--- config.mk ---
export PLATFORM = sky130hd
export DESIGN_NAME = swept_aabb_overlap_test_unit
export DESIGN_NICKNAME = d
export VERILOG_FILES = /design/src/hdl/sao_pkg.sv /design/src/hdl/swept_aabb_overlap_test_unit.sv /design/src/hdl/sao_mul.sv /design/src/hdl/sao_core.sv
export SDC_FILE = /design/constraint.sdc
export NUM_CORES = 2
export LEC_CHECK = 0
export BUFFER_PORTS_ARGS = -buffer_cell sky130_fd_sc_hd__buf_2
export CAP_MARGIN = 10
export CORE_UTILIZATION = 40
export DETAILED_ROUTE_END_ITERATION = 16
export PLACE_DENSITY = 0.67
export SLEW_MARGIN = 10
export SYNTH_ARGS = -nofsm -noshare
export SYNTH_HDL_FRONTEND = slang
export SYNTH_SLANG_ARGS = --single-unit
--- constraint.sdc ---
create_clock -name clk -period 8.5 [get_ports clk]
set_clock_uncertainty 0.05 [all_clocks]
set_input_delay 0.425 -clock clk [delete_from_list [all_inputs] [get_ports clk]]
set_output_delay 0.425 -clock clk [all_outputs]
set_load 0.01 [all_outputs]
--- src/hdl/sao_pkg.sv ---
// package: constants, types and codes for the swept box overlap test
`timescale 1ns / 1ps
package sao_pkg;

  localparam int SAMPLES = 1000;
  localparam int SCALE   = 256 * SAMPLES;

  // multiplier operand widths
  localparam int MA_W = 25;
  localparam int MB_W = $clog2(SCALE + 1) + 1;
  localparam int MP_W = MA_W + MB_W;

  // scaled coordinate width
  localparam int ACC_W = $clog2(SCALE + 1) + 19;
  localparam int CNT_W = $clog2(SAMPLES + 1);

  localparam int DATA_W = 176;
  localparam int USER_W = 16;
  localparam int OUT_W  = 8;

  // setup product codes
  localparam logic [2:0] OP_ACC_X = 3'd0;
  localparam logic [2:0] OP_ACC_Y = 3'd1;
  localparam logic [2:0] OP_LO_X  = 3'd2;
  localparam logic [2:0] OP_HI_X  = 3'd3;
  localparam logic [2:0] OP_LO_Y  = 3'd4;
  localparam logic [2:0] OP_HI_Y  = 3'd5;
  localparam logic [2:0] OP_END   = 3'd6;

  typedef enum logic [1:0] {
    ST_IDLE,
    ST_SETUP,
    ST_RUN,
    ST_DONE
  } state_t;

  typedef struct packed {
    logic        [7:0]  a_tag;
    logic        [7:0]  b_tag;
    logic signed [15:0] a_x;
    logic signed [15:0] a_y;
    logic        [14:0] a_w;
    logic        [14:0] a_h;
    logic signed [15:0] b_x;
    logic signed [15:0] b_y;
    logic        [14:0] b_w;
    logic        [14:0] b_h;
    logic signed [23:0] prev_x;
    logic signed [23:0] prev_y;
  } item_t;

  typedef struct packed {
    logic valid;
    logic hit;
  } result_t;

endpackage

--- src/hdl/swept_aabb_overlap_test_unit.sv ---
// top level: stream ports, item unpacking and output register
`timescale 1ns / 1ps
// Swept box overlap test. One item on the s_axis channel describes a moving
// box A (current corner, size, tag, previous corner in q16.8) and a fixed
// box B. One item on the m_axis channel returns the hit flag for it.
// Equal tags give no hit at once. Otherwise A's corner is stepped from its
// previous to its current position in SAMPLES (1000) equal steps, and the
// first step where A touches or overlaps B ends the search with a hit.
// Timing: s_axis_tready is high only while the unit is idle. An item with
// equal tags goes straight to the done state. Otherwise setup computes six
// scaled products on the shared multiplier, then the sample loop tests one
// sample per cycle; a hit ends the loop at that sample, and with no hit the
// loop runs through all SAMPLES steps.
// The output register holds one result; the unit accepts the next item
// while it waits, and holds a finished result in its sequencer if the
// output register is still full and m_axis_tready is low.
// Reset (rst, synchronous) returns the sequencer to idle and empties the
// output register.
module swept_aabb_overlap_test_unit (
  input  logic                        clk,
  input  logic                        rst,
  input  logic                        s_axis_tvalid,
  output logic                        s_axis_tready,
  // a_x, a_y, a_w, a_h, b_x, b_y, b_w, b_h, prev_x, prev_y, zero pad
  input  logic [sao_pkg::DATA_W-1:0]  s_axis_tdata,
  // a_tag, b_tag
  input  logic [sao_pkg::USER_W-1:0]  s_axis_tuser,
  output logic                        m_axis_tvalid,
  input  logic                        m_axis_tready,
  // hit, zero pad
  output logic [sao_pkg::OUT_W-1:0]   m_axis_tdata
);
  import sao_pkg::*;

  item_t   item;
  result_t res;
  logic    idle;
  logic    start;
  logic    out_ready;
  logic    m_valid;
  logic    m_hit;

  assign item.a_tag  = s_axis_tuser[7:0];
  assign item.b_tag  = s_axis_tuser[15:8];
  assign item.a_x    = s_axis_tdata[15:0];
  assign item.a_y    = s_axis_tdata[31:16];
  assign item.a_w    = s_axis_tdata[46:32];
  assign item.a_h    = s_axis_tdata[61:47];
  assign item.b_x    = s_axis_tdata[77:62];
  assign item.b_y    = s_axis_tdata[93:78];
  assign item.b_w    = s_axis_tdata[108:94];
  assign item.b_h    = s_axis_tdata[123:109];
  assign item.prev_x = s_axis_tdata[147:124];
  assign item.prev_y = s_axis_tdata[171:148];

  assign s_axis_tready = idle && !rst;
  assign start         = s_axis_tvalid && s_axis_tready;
  assign out_ready     = !m_valid || m_axis_tready;

  sao_core u_core (
    .clk       (clk),
    .rst       (rst),
    .start     (start),
    .item      (item),
    .out_ready (out_ready),
    .idle      (idle),
    .res       (res)
  );

  always_ff @(posedge clk) begin
    if (rst) begin
      m_valid <= 1'b0;
    end else if (res.valid && out_ready) begin
      m_valid <= 1'b1;
    end else if (m_axis_tready) begin
      m_valid <= 1'b0;
    end
  end

  always_ff @(posedge clk) begin
    if (res.valid && out_ready) begin
      m_hit <= res.hit;
    end
  end

  assign m_axis_tvalid = m_valid;
  assign m_axis_tdata  = {{(OUT_W-1){1'b0}}, m_hit};

endmodule

--- src/hdl/sao_mul.sv ---
// shared signed multiplier with registered product
`timescale 1ns / 1ps
module sao_mul (
  input  logic                            clk,
  input  logic signed [sao_pkg::MA_W-1:0] op_a,
  input  logic signed [sao_pkg::MB_W-1:0] op_b,
  output logic signed [sao_pkg::MP_W-1:0] prod
);
  import sao_pkg::*;

  always_ff @(posedge clk) begin
    prod <= op_a * op_b;
  end

endmodule

--- src/hdl/sao_core.sv ---
// sequencer, accumulators and overlap compare for the swept box test
`timescale 1ns / 1ps
module sao_core (
  input  logic             clk,
  input  logic             rst,
  input  logic             start,
  input  sao_pkg::item_t   item,
  input  logic             out_ready,
  output logic             idle,
  output sao_pkg::result_t res
);
  import sao_pkg::*;

  state_t state, state_next;

  item_t                    itm;
  logic        [2:0]        setup_cnt;
  logic        [2:0]        store_sel;
  logic        [CNT_W-1:0]  run_cnt;
  logic signed [ACC_W-1:0]  acc_x, acc_y, step_x, step_y;
  logic signed [ACC_W-1:0]  lo_x, hi_x, lo_y, hi_y;
  logic signed [ACC_W-1:0]  prod_t;
  logic signed [MA_W-1:0]   op_a;
  logic signed [MB_W-1:0]   op_b;
  logic signed [MP_W-1:0]   prod;
  logic signed [MA_W-1:0]   cur_x_s, cur_y_s;
  logic                     hit;
  logic                     ovl;
  logic                     tags_eq;
  logic                     run_last;

  sao_mul u_mul (
    .clk  (clk),
    .op_a (op_a),
    .op_b (op_b),
    .prod (prod)
  );

  assign tags_eq   = (item.a_tag == item.b_tag);
  assign store_sel = setup_cnt - 3'd1;
  assign prod_t    = prod[ACC_W-1:0];
  assign run_last  = (run_cnt == CNT_W'(SAMPLES));
  assign ovl = (acc_x >= lo_x) && (acc_x <= hi_x) && (acc_y >= lo_y) && (acc_y <= hi_y);

  // current corner in q16.8
  assign cur_x_s = {item.a_x[15], item.a_x, 8'd0};
  assign cur_y_s = {item.a_y[15], item.a_y, 8'd0};

  // operand select for the shared multiplier
  always_comb begin
    op_a = '0;
    op_b = '0;
    case (setup_cnt)
      OP_ACC_X: begin
        op_a = MA_W'(itm.prev_x);
        op_b = MB_W'(SAMPLES);
      end
      OP_ACC_Y: begin
        op_a = MA_W'(itm.prev_y);
        op_b = MB_W'(SAMPLES);
      end
      OP_LO_X: begin
        op_a = MA_W'(itm.b_x) - $signed({{(MA_W-15){1'b0}}, itm.a_w});
        op_b = MB_W'(SCALE);
      end
      OP_HI_X: begin
        op_a = MA_W'(itm.b_x) + $signed({{(MA_W-15){1'b0}}, itm.b_w});
        op_b = MB_W'(SCALE);
      end
      OP_LO_Y: begin
        op_a = MA_W'(itm.b_y) - $signed({{(MA_W-15){1'b0}}, itm.a_h});
        op_b = MB_W'(SCALE);
      end
      OP_HI_Y: begin
        op_a = MA_W'(itm.b_y) + $signed({{(MA_W-15){1'b0}}, itm.b_h});
        op_b = MB_W'(SCALE);
      end
      default: begin
        op_a = '0;
        op_b = '0;
      end
    endcase
  end

  always_comb begin
    state_next = state;
    unique case (state)
      ST_IDLE: begin
        if (start) begin
          state_next = tags_eq ? ST_DONE : ST_SETUP;
        end
      end
      ST_SETUP: begin
        if (setup_cnt == OP_END) begin
          state_next = ST_RUN;
        end
      end
      ST_RUN: begin
        if ((run_cnt != '0 && ovl) || run_last) begin
          state_next = ST_DONE;
        end
      end
      ST_DONE: begin
        if (out_ready) begin
          state_next = ST_IDLE;
        end
      end
      default: state_next = ST_IDLE;
    endcase
  end

  always_comb begin
    idle      = 1'b0;
    res.valid = 1'b0;
    res.hit   = hit;
    unique case (state)
      ST_IDLE:  idle      = 1'b1;
      ST_DONE:  res.valid = 1'b1;
      default: begin
        idle      = 1'b0;
        res.valid = 1'b0;
      end
    endcase
  end

  always_ff @(posedge clk) begin
    if (rst) begin
      state <= ST_IDLE;
    end else begin
      state <= state_next;
    end
  end

  always_ff @(posedge clk) begin
    if (state == ST_IDLE) begin
      setup_cnt <= '0;
      run_cnt   <= '0;
      hit       <= 1'b0;
      if (start) begin
        itm    <= item;
        step_x <= ACC_W'(cur_x_s - MA_W'(item.prev_x));
        step_y <= ACC_W'(cur_y_s - MA_W'(item.prev_y));
      end
    end
    if (state == ST_SETUP) begin
      setup_cnt <= setup_cnt + 3'd1;
      if (setup_cnt != OP_ACC_X) begin
        case (store_sel)
          OP_ACC_X: acc_x <= prod_t;
          OP_ACC_Y: acc_y <= prod_t;
          OP_LO_X:  lo_x  <= prod_t;
          OP_HI_X:  hi_x  <= prod_t;
          OP_LO_Y:  lo_y  <= prod_t;
          OP_HI_Y:  hi_y  <= prod_t;
          default:  lo_x  <= lo_x;
        endcase
      end
    end
    if (state == ST_RUN) begin
      if (run_cnt != '0 && ovl) begin
        hit <= 1'b1;
      end else if (!run_last) begin
        run_cnt <= run_cnt + CNT_W'(1);
        acc_x   <= acc_x + step_x;
        acc_y   <= acc_y + step_y;
      end
    end
  end

endmodule
# After elaboration in Yosys (flattened, before gate mapping)
# Cells that the tools add are included.
# totals
register_bits	491
input_bits	196
output_inout_bits	10
word_cells	118
# op_classes
addsub	11
multipliers	1
magnitude_cmp	4
n_eq_ne	20
mux	33
reduce_logical	26
# ops
operator	n
$mux W37	12
$pmux W25 S6	1
$add A37 B37 Y37	2
$ge A37 B37 Y1	2
$le A37 B37 Y1	2
$sub A24 B24 Y25	2
$mux W10	4
$mul A25 B19 Y37	1
$pmux W18 S2	1
$add A16 B16 Y17	2
$sub A16 B16 Y17	2
$eq A3 B3 Y1 const B	5
$eq A3 B2 Y1 const B	4
$reduce_and A3 Y1	4
$add A10 B1 Y10 const B	1
$eq A10 B10 Y1 const B	1
$mux W2	5
$reduce_bool A10 Y1	1
$eq A8 B8 Y1	1
$pmux W2 S4	1
$logic_and A1 B1 Y1	7
$mux W1	7
$eq A3 B1 Y1 const B	2
$logic_not A3 Y1	2
16 further kinds	23

# Logic depth before layout (Yosys ltp)
# depth
depth_word	8
depth_mapped	37
mapped_depth_nobuf	37

# Cells and area by module
# From an unflattened synthesis, not the netlist that was laid out.
# hier_totals
cells_unflattened	4445
area_unflattened_um2	44597.8
# modules_own_cells
module	n_inst	cells_each	area_per_inst_um2	seq_area_each_um2
sao_core	1	2544	26584.2	11921.4
sao_mul	1	1884	17855.9	880.8
swept_aabb_overlap_test_unit	1	17	157.7	50.0

# Worst setup path after synthesis
# Ideal clock, no wire load.
# synth_path
path_kind	register -> register
startpoint	register u_core.itm[94] (netlist bit)
endpoint	register u_core.u_mul.prod[36] (netlist bit)
setup_time_ps	121
arrival_ps	7884
t_required_ps	8329
setup_slack_ps	445
path_stages_with_launch	38
path_buffers	0
synth_period_minus_slack_ps	8055
path_cell_list	edfxtp_1 > inv_1 > ha_1 > inv_1 > fa_1 > a211oi_1 > o211ai_1 > a311oi_1 > o21bai_1 > a21oi_1 > o21ai_0 > a21oi_1 > xnor2_1 > nand2_1 > nand4_1 > nand2_1 > fa_1 > inv_1 > [... 2 more ...] > fa_1 > inv_1 > fa_1 > fa_1 > inv_1 > fa_1 > inv_1 > ha_1 > o21ai_0 > a21oi_1 > nand3_1 > a211o_1 > o211a_1 > a21oi_1 > a22oi_1 > o21ai_0 > a21oi_1 > xnor2_1
# synth_via
elab_chain_cells	3
word_cells_on_any_way	4
cone_classes	add/sub: 2; mul: 1; mux: 1
# synth_rtl
element	line	text
start: declaration	sao_core.sv:16	item_t itm;
start signal: assignment	sao_core.sv:140	itm <= item;
$add A16 B16 Y17 or $sub A16 B16 Y17 (tied branches)	sao_core.sv:67, sao_core.sv:63	
$pmux W25 S6 (*)	sao_core.sv:53	case (setup_cnt)
$mul A25 B19 Y37 (*)	sao_mul.sv:12	prod <= op_a * op_b;
end signal: assignment	sao_mul.sv:12	
end: declaration	sao_mul.sv:7	output logic signed [sao_pkg::MP_W-1:0] prod
# Mark *: on every way between the ends. The rest lies on a longest branch, timed or not.
# A chain may end at the register's enable or synchronous reset.

# Worst setup path in the final report
# layout_path
startpoint	register u_core.itm[94] (netlist bit)
endpoint	register u_core.u_mul.prod[33] (netlist bit)
# Same word-level chain as after synthesis.

==> summary.md <==
| Metric | Value |
|---|---|
| Final net count | 4,882 |
| Worst min path class | in -> reg |
| Layout cells sized above 1 | 12.9% |
| Crit path from | u_core.itm[94] |
| Cell variety after synth | 96 |
| Site Rows | 109 |
| Initial antenna violation count | 2 |
| Max_cap viols | 0 |
| Critical Path Sink | u_core.u_mul.prod[33] |
| Max incr delay on CP | 520 ps |
| Pins over their slew limit | 0 |
| Number of H-tree levels | 2 |
| Final Core Density | 47.5% |
| Number of synthesized flops with an enable pin | 328 |
| Async SR Flop Fraction | 0% |
| Vias/cell | 5.16 |
| Final-report hold violation count | 0 |
| Synth top area share | 27.3% |
| Vias in the first global route | 27,400 |
| Total wire length | 91,900 µm |
| Most numerous cell in the Yosys netlist | inv_1 |
| Tmin final | 8220 ps |
| RR Startpoint | u_core.itm[94] |
| Die H | 303 µm |
| Achievable frequency | 0.122 GHz |
| Die W | 303 µm |
| Reg2reg setup slack | 280 ps |
| Core area | 88,900 µm² |
| Status | completed |
| Final Non-Filler Cells | 5,185 |
| CP startpoint kind | flop |
| Worst-path clk slew | 60 ps |
| Total number of vias | 26,700 |
| Post-synthesis register bit count | 450 |
| Top FF cell, synth | edfxtp_1 |
| Tightest Pin Transition | 993 ps |
| Setup violators final | 0 |
| Worst r2r path cells | 36 |
| DR pass1 iterations | 5 |
| TritonCTS Sinks | 450 |
| Worst-path maximum fanout | 10 |
| Io pins | 206 |
| CP required | 8950 ps |
| Area leader, netlist | edfxtp_1 |
| Setup TNS | 0 ps |
| Port buffer count | 194 |
| Mapped cell area | 36,100 µm² |
| CTS buffer count | 49 |
| GP Congestion | 0.921 |
| Initial cell density of the core | 40.6% |
| Die Area | 91,500 µm² |
| Dpl cells | 4,964 |
| CP Data Arrival Time | 8670 ps |
| Largest net degree at the start of global routing | 85 |
| CTS Root Cell | clkbuf_16 |
| Latest clock arrival within the worst-skew pair | 610 ps |
| Synth top cells by count | inv_1 (641), ha_1 (494), edfxtp_1 (328), a21oi_1 (222), fa_1 (214) |
| Kind of critical path | reg -> reg |
| Routed WL per cell | 17.7 µm |
| Post-DP HPWL | 73,400 µm |
| Crit Reg-Reg Endpoint | u_core.u_mul.prod[33] |
| Cells after Synth | 3,550 |
| Mean post-synth cell area | 10.2 µm² |
| Seq/Total Area, Yosys | 34.0% |
| Antenna Violating Nets Remaining | 0 |
| Synth area leaders | edfxtp_1 (27%), ha_1 (17%), fa_1 (12%) |
| CTS tree | done |
| DR iter-0 viols | 1,292 |
| Gr usage total | 20.2% |
| Drt drc | 0 |
| Max clock buf depth | 3 |
| Layout Area Growth over Synthesis | 16.9% |
| Critical-path cell with the highest stage delay | fa_1 |
| Max-slew headroom | 33.8% |
| Total gr overflow | 0 |
| Global-route wire length before repair | 144,000 µm |
| Final worst-path cycle share | 96.7% |
| Most common cell on crit path | fa_1 |
| Synth warn | 0 |
| Worst Setup End Kind | flop |
[worst min path at each step]
stage / from / endpoint / cells past startpoint
finish: s_axis_tdata[131] / u_core.itm[31] / 1
global route: s_axis_tdata[166] / u_core.itm[18] / 1
CTS: s_axis_tdata[126] / u_core.itm[26] / 1
detailed placement: u_core.hit / m_hit / 0
global placement: u_core.hit / m_hit / 0
floorplan: u_core.hit / m_hit / 0
[critical path, delay by kind of cell, from the launching register on]
| kind | cells | cell delay (ps) |
|---|---|---|
| compound gates | 10 | 1850 |
| xor+xnor | 1 | 120 |
| fa+ha+maj | 9 | 3630 |
| buf+inv | 11 | 1120 |
| flops | 1 | 390 |
| simple gates | 5 | 960 |
[through the flow]
step / setup slack [ps] / hold WS (ps) / instance area (µm²)
after floorplan: 445 / 360 / 36200
final: 280 / 32.1 / 42200
after detailed placement: -114 / 379 / 39100
after global placement: -11.0 / 374 / 39100
after global routing: -18.9 / 3.98 / 42200
after CTS: 8.14 / 1.74 / 41900
[layer usage]
metal  global-route usage [%]  share of wire (%)  vias up  wire length, µm
li1                         -                  -    13100                -
met1                     25.3                 43    12900            39700
met2                     35.4                 49      582            44600
met3                     2.43                4.4      165             4060
met4                     7.68                3.8        0             3510
met5                        0                  0        -                0
[flip-flops by register name, summed over array words and instances, names as in the netlist]
signal and cells:
u_core.itm 138, u_core.acc_x 37, u_core.acc_y 37, u_core.hi_x 34
u_core.hi_y 34, u_core.lo_x 34, u_core.lo_y 34, u_core.u_mul.prod 34
u_core.step_x 25, u_core.step_y 25, u_core.run_cnt 10, u_core.setup_cnt 3
u_core.state 2, m_axis_tvalid 1, m_hit 1, u_core.hit 1
[cells by family (layout without fill, tap and decap cells)]
kind of cell	Yosys count	in the layout	synth area share, %
other cells	2	10	0.0208
compound gates	736	736	13.4
buf+inv	706	1168	7.57
flops	450	450	34.0
fa+ha+maj	708	708	29.0
mux	77	77	2.21
xor+xnor	197	197	4.80
simple gates	674	674	8.98
[final cells by class]
cell class / instances / area [µm²]
fill: 8164 / 46700
multi-input combinational: 2400 / 21400
sequential: 450 / 12300
timing repair buffer: 428 / 3040
inverter: 649 / 2440
tap: 1165 / 1460
clock buffer: 65 / 1340
clock inverter: 26 / 259
antenna: 2 / 5.00
[timing repair]
| item | 4_1_cts | 5_1_grt |
|---|---|---|
| gates resized for setup | 4 | 69 |
| pin swaps | 0 | 34 |
| hold endpoints to repair | 123 | 0 |
| endpoints found under the setup margin | 4 | 11 |
| gates cloned | 0 | 0 |
| hold buffers | 121 | 0 |
| buffers inserted | 0 | 7 |
[layout by cell type, fill, tap and decap left out, types with 46 or more instances in the layout]
cell	n
o21ai_0	104
a21oi_1	211
inv_1	641
xnor2_1	136
buf_2	194
clkbuf_16	50
nand2_1	160
dfxtp_1	122
dlygate4sd3_1	121
fa_1	211
nor2_1	203
a21o_1	80
edfxtp_1	328
mux2i_1	54
nand3_1	57
nor3_1	46
buf_4	111
ha_1	491
xor2_1	60
Power is left out: the tool's default activity adds up to more than one toggle a clock period on the data nets, which glitch-free logic cannot reach.
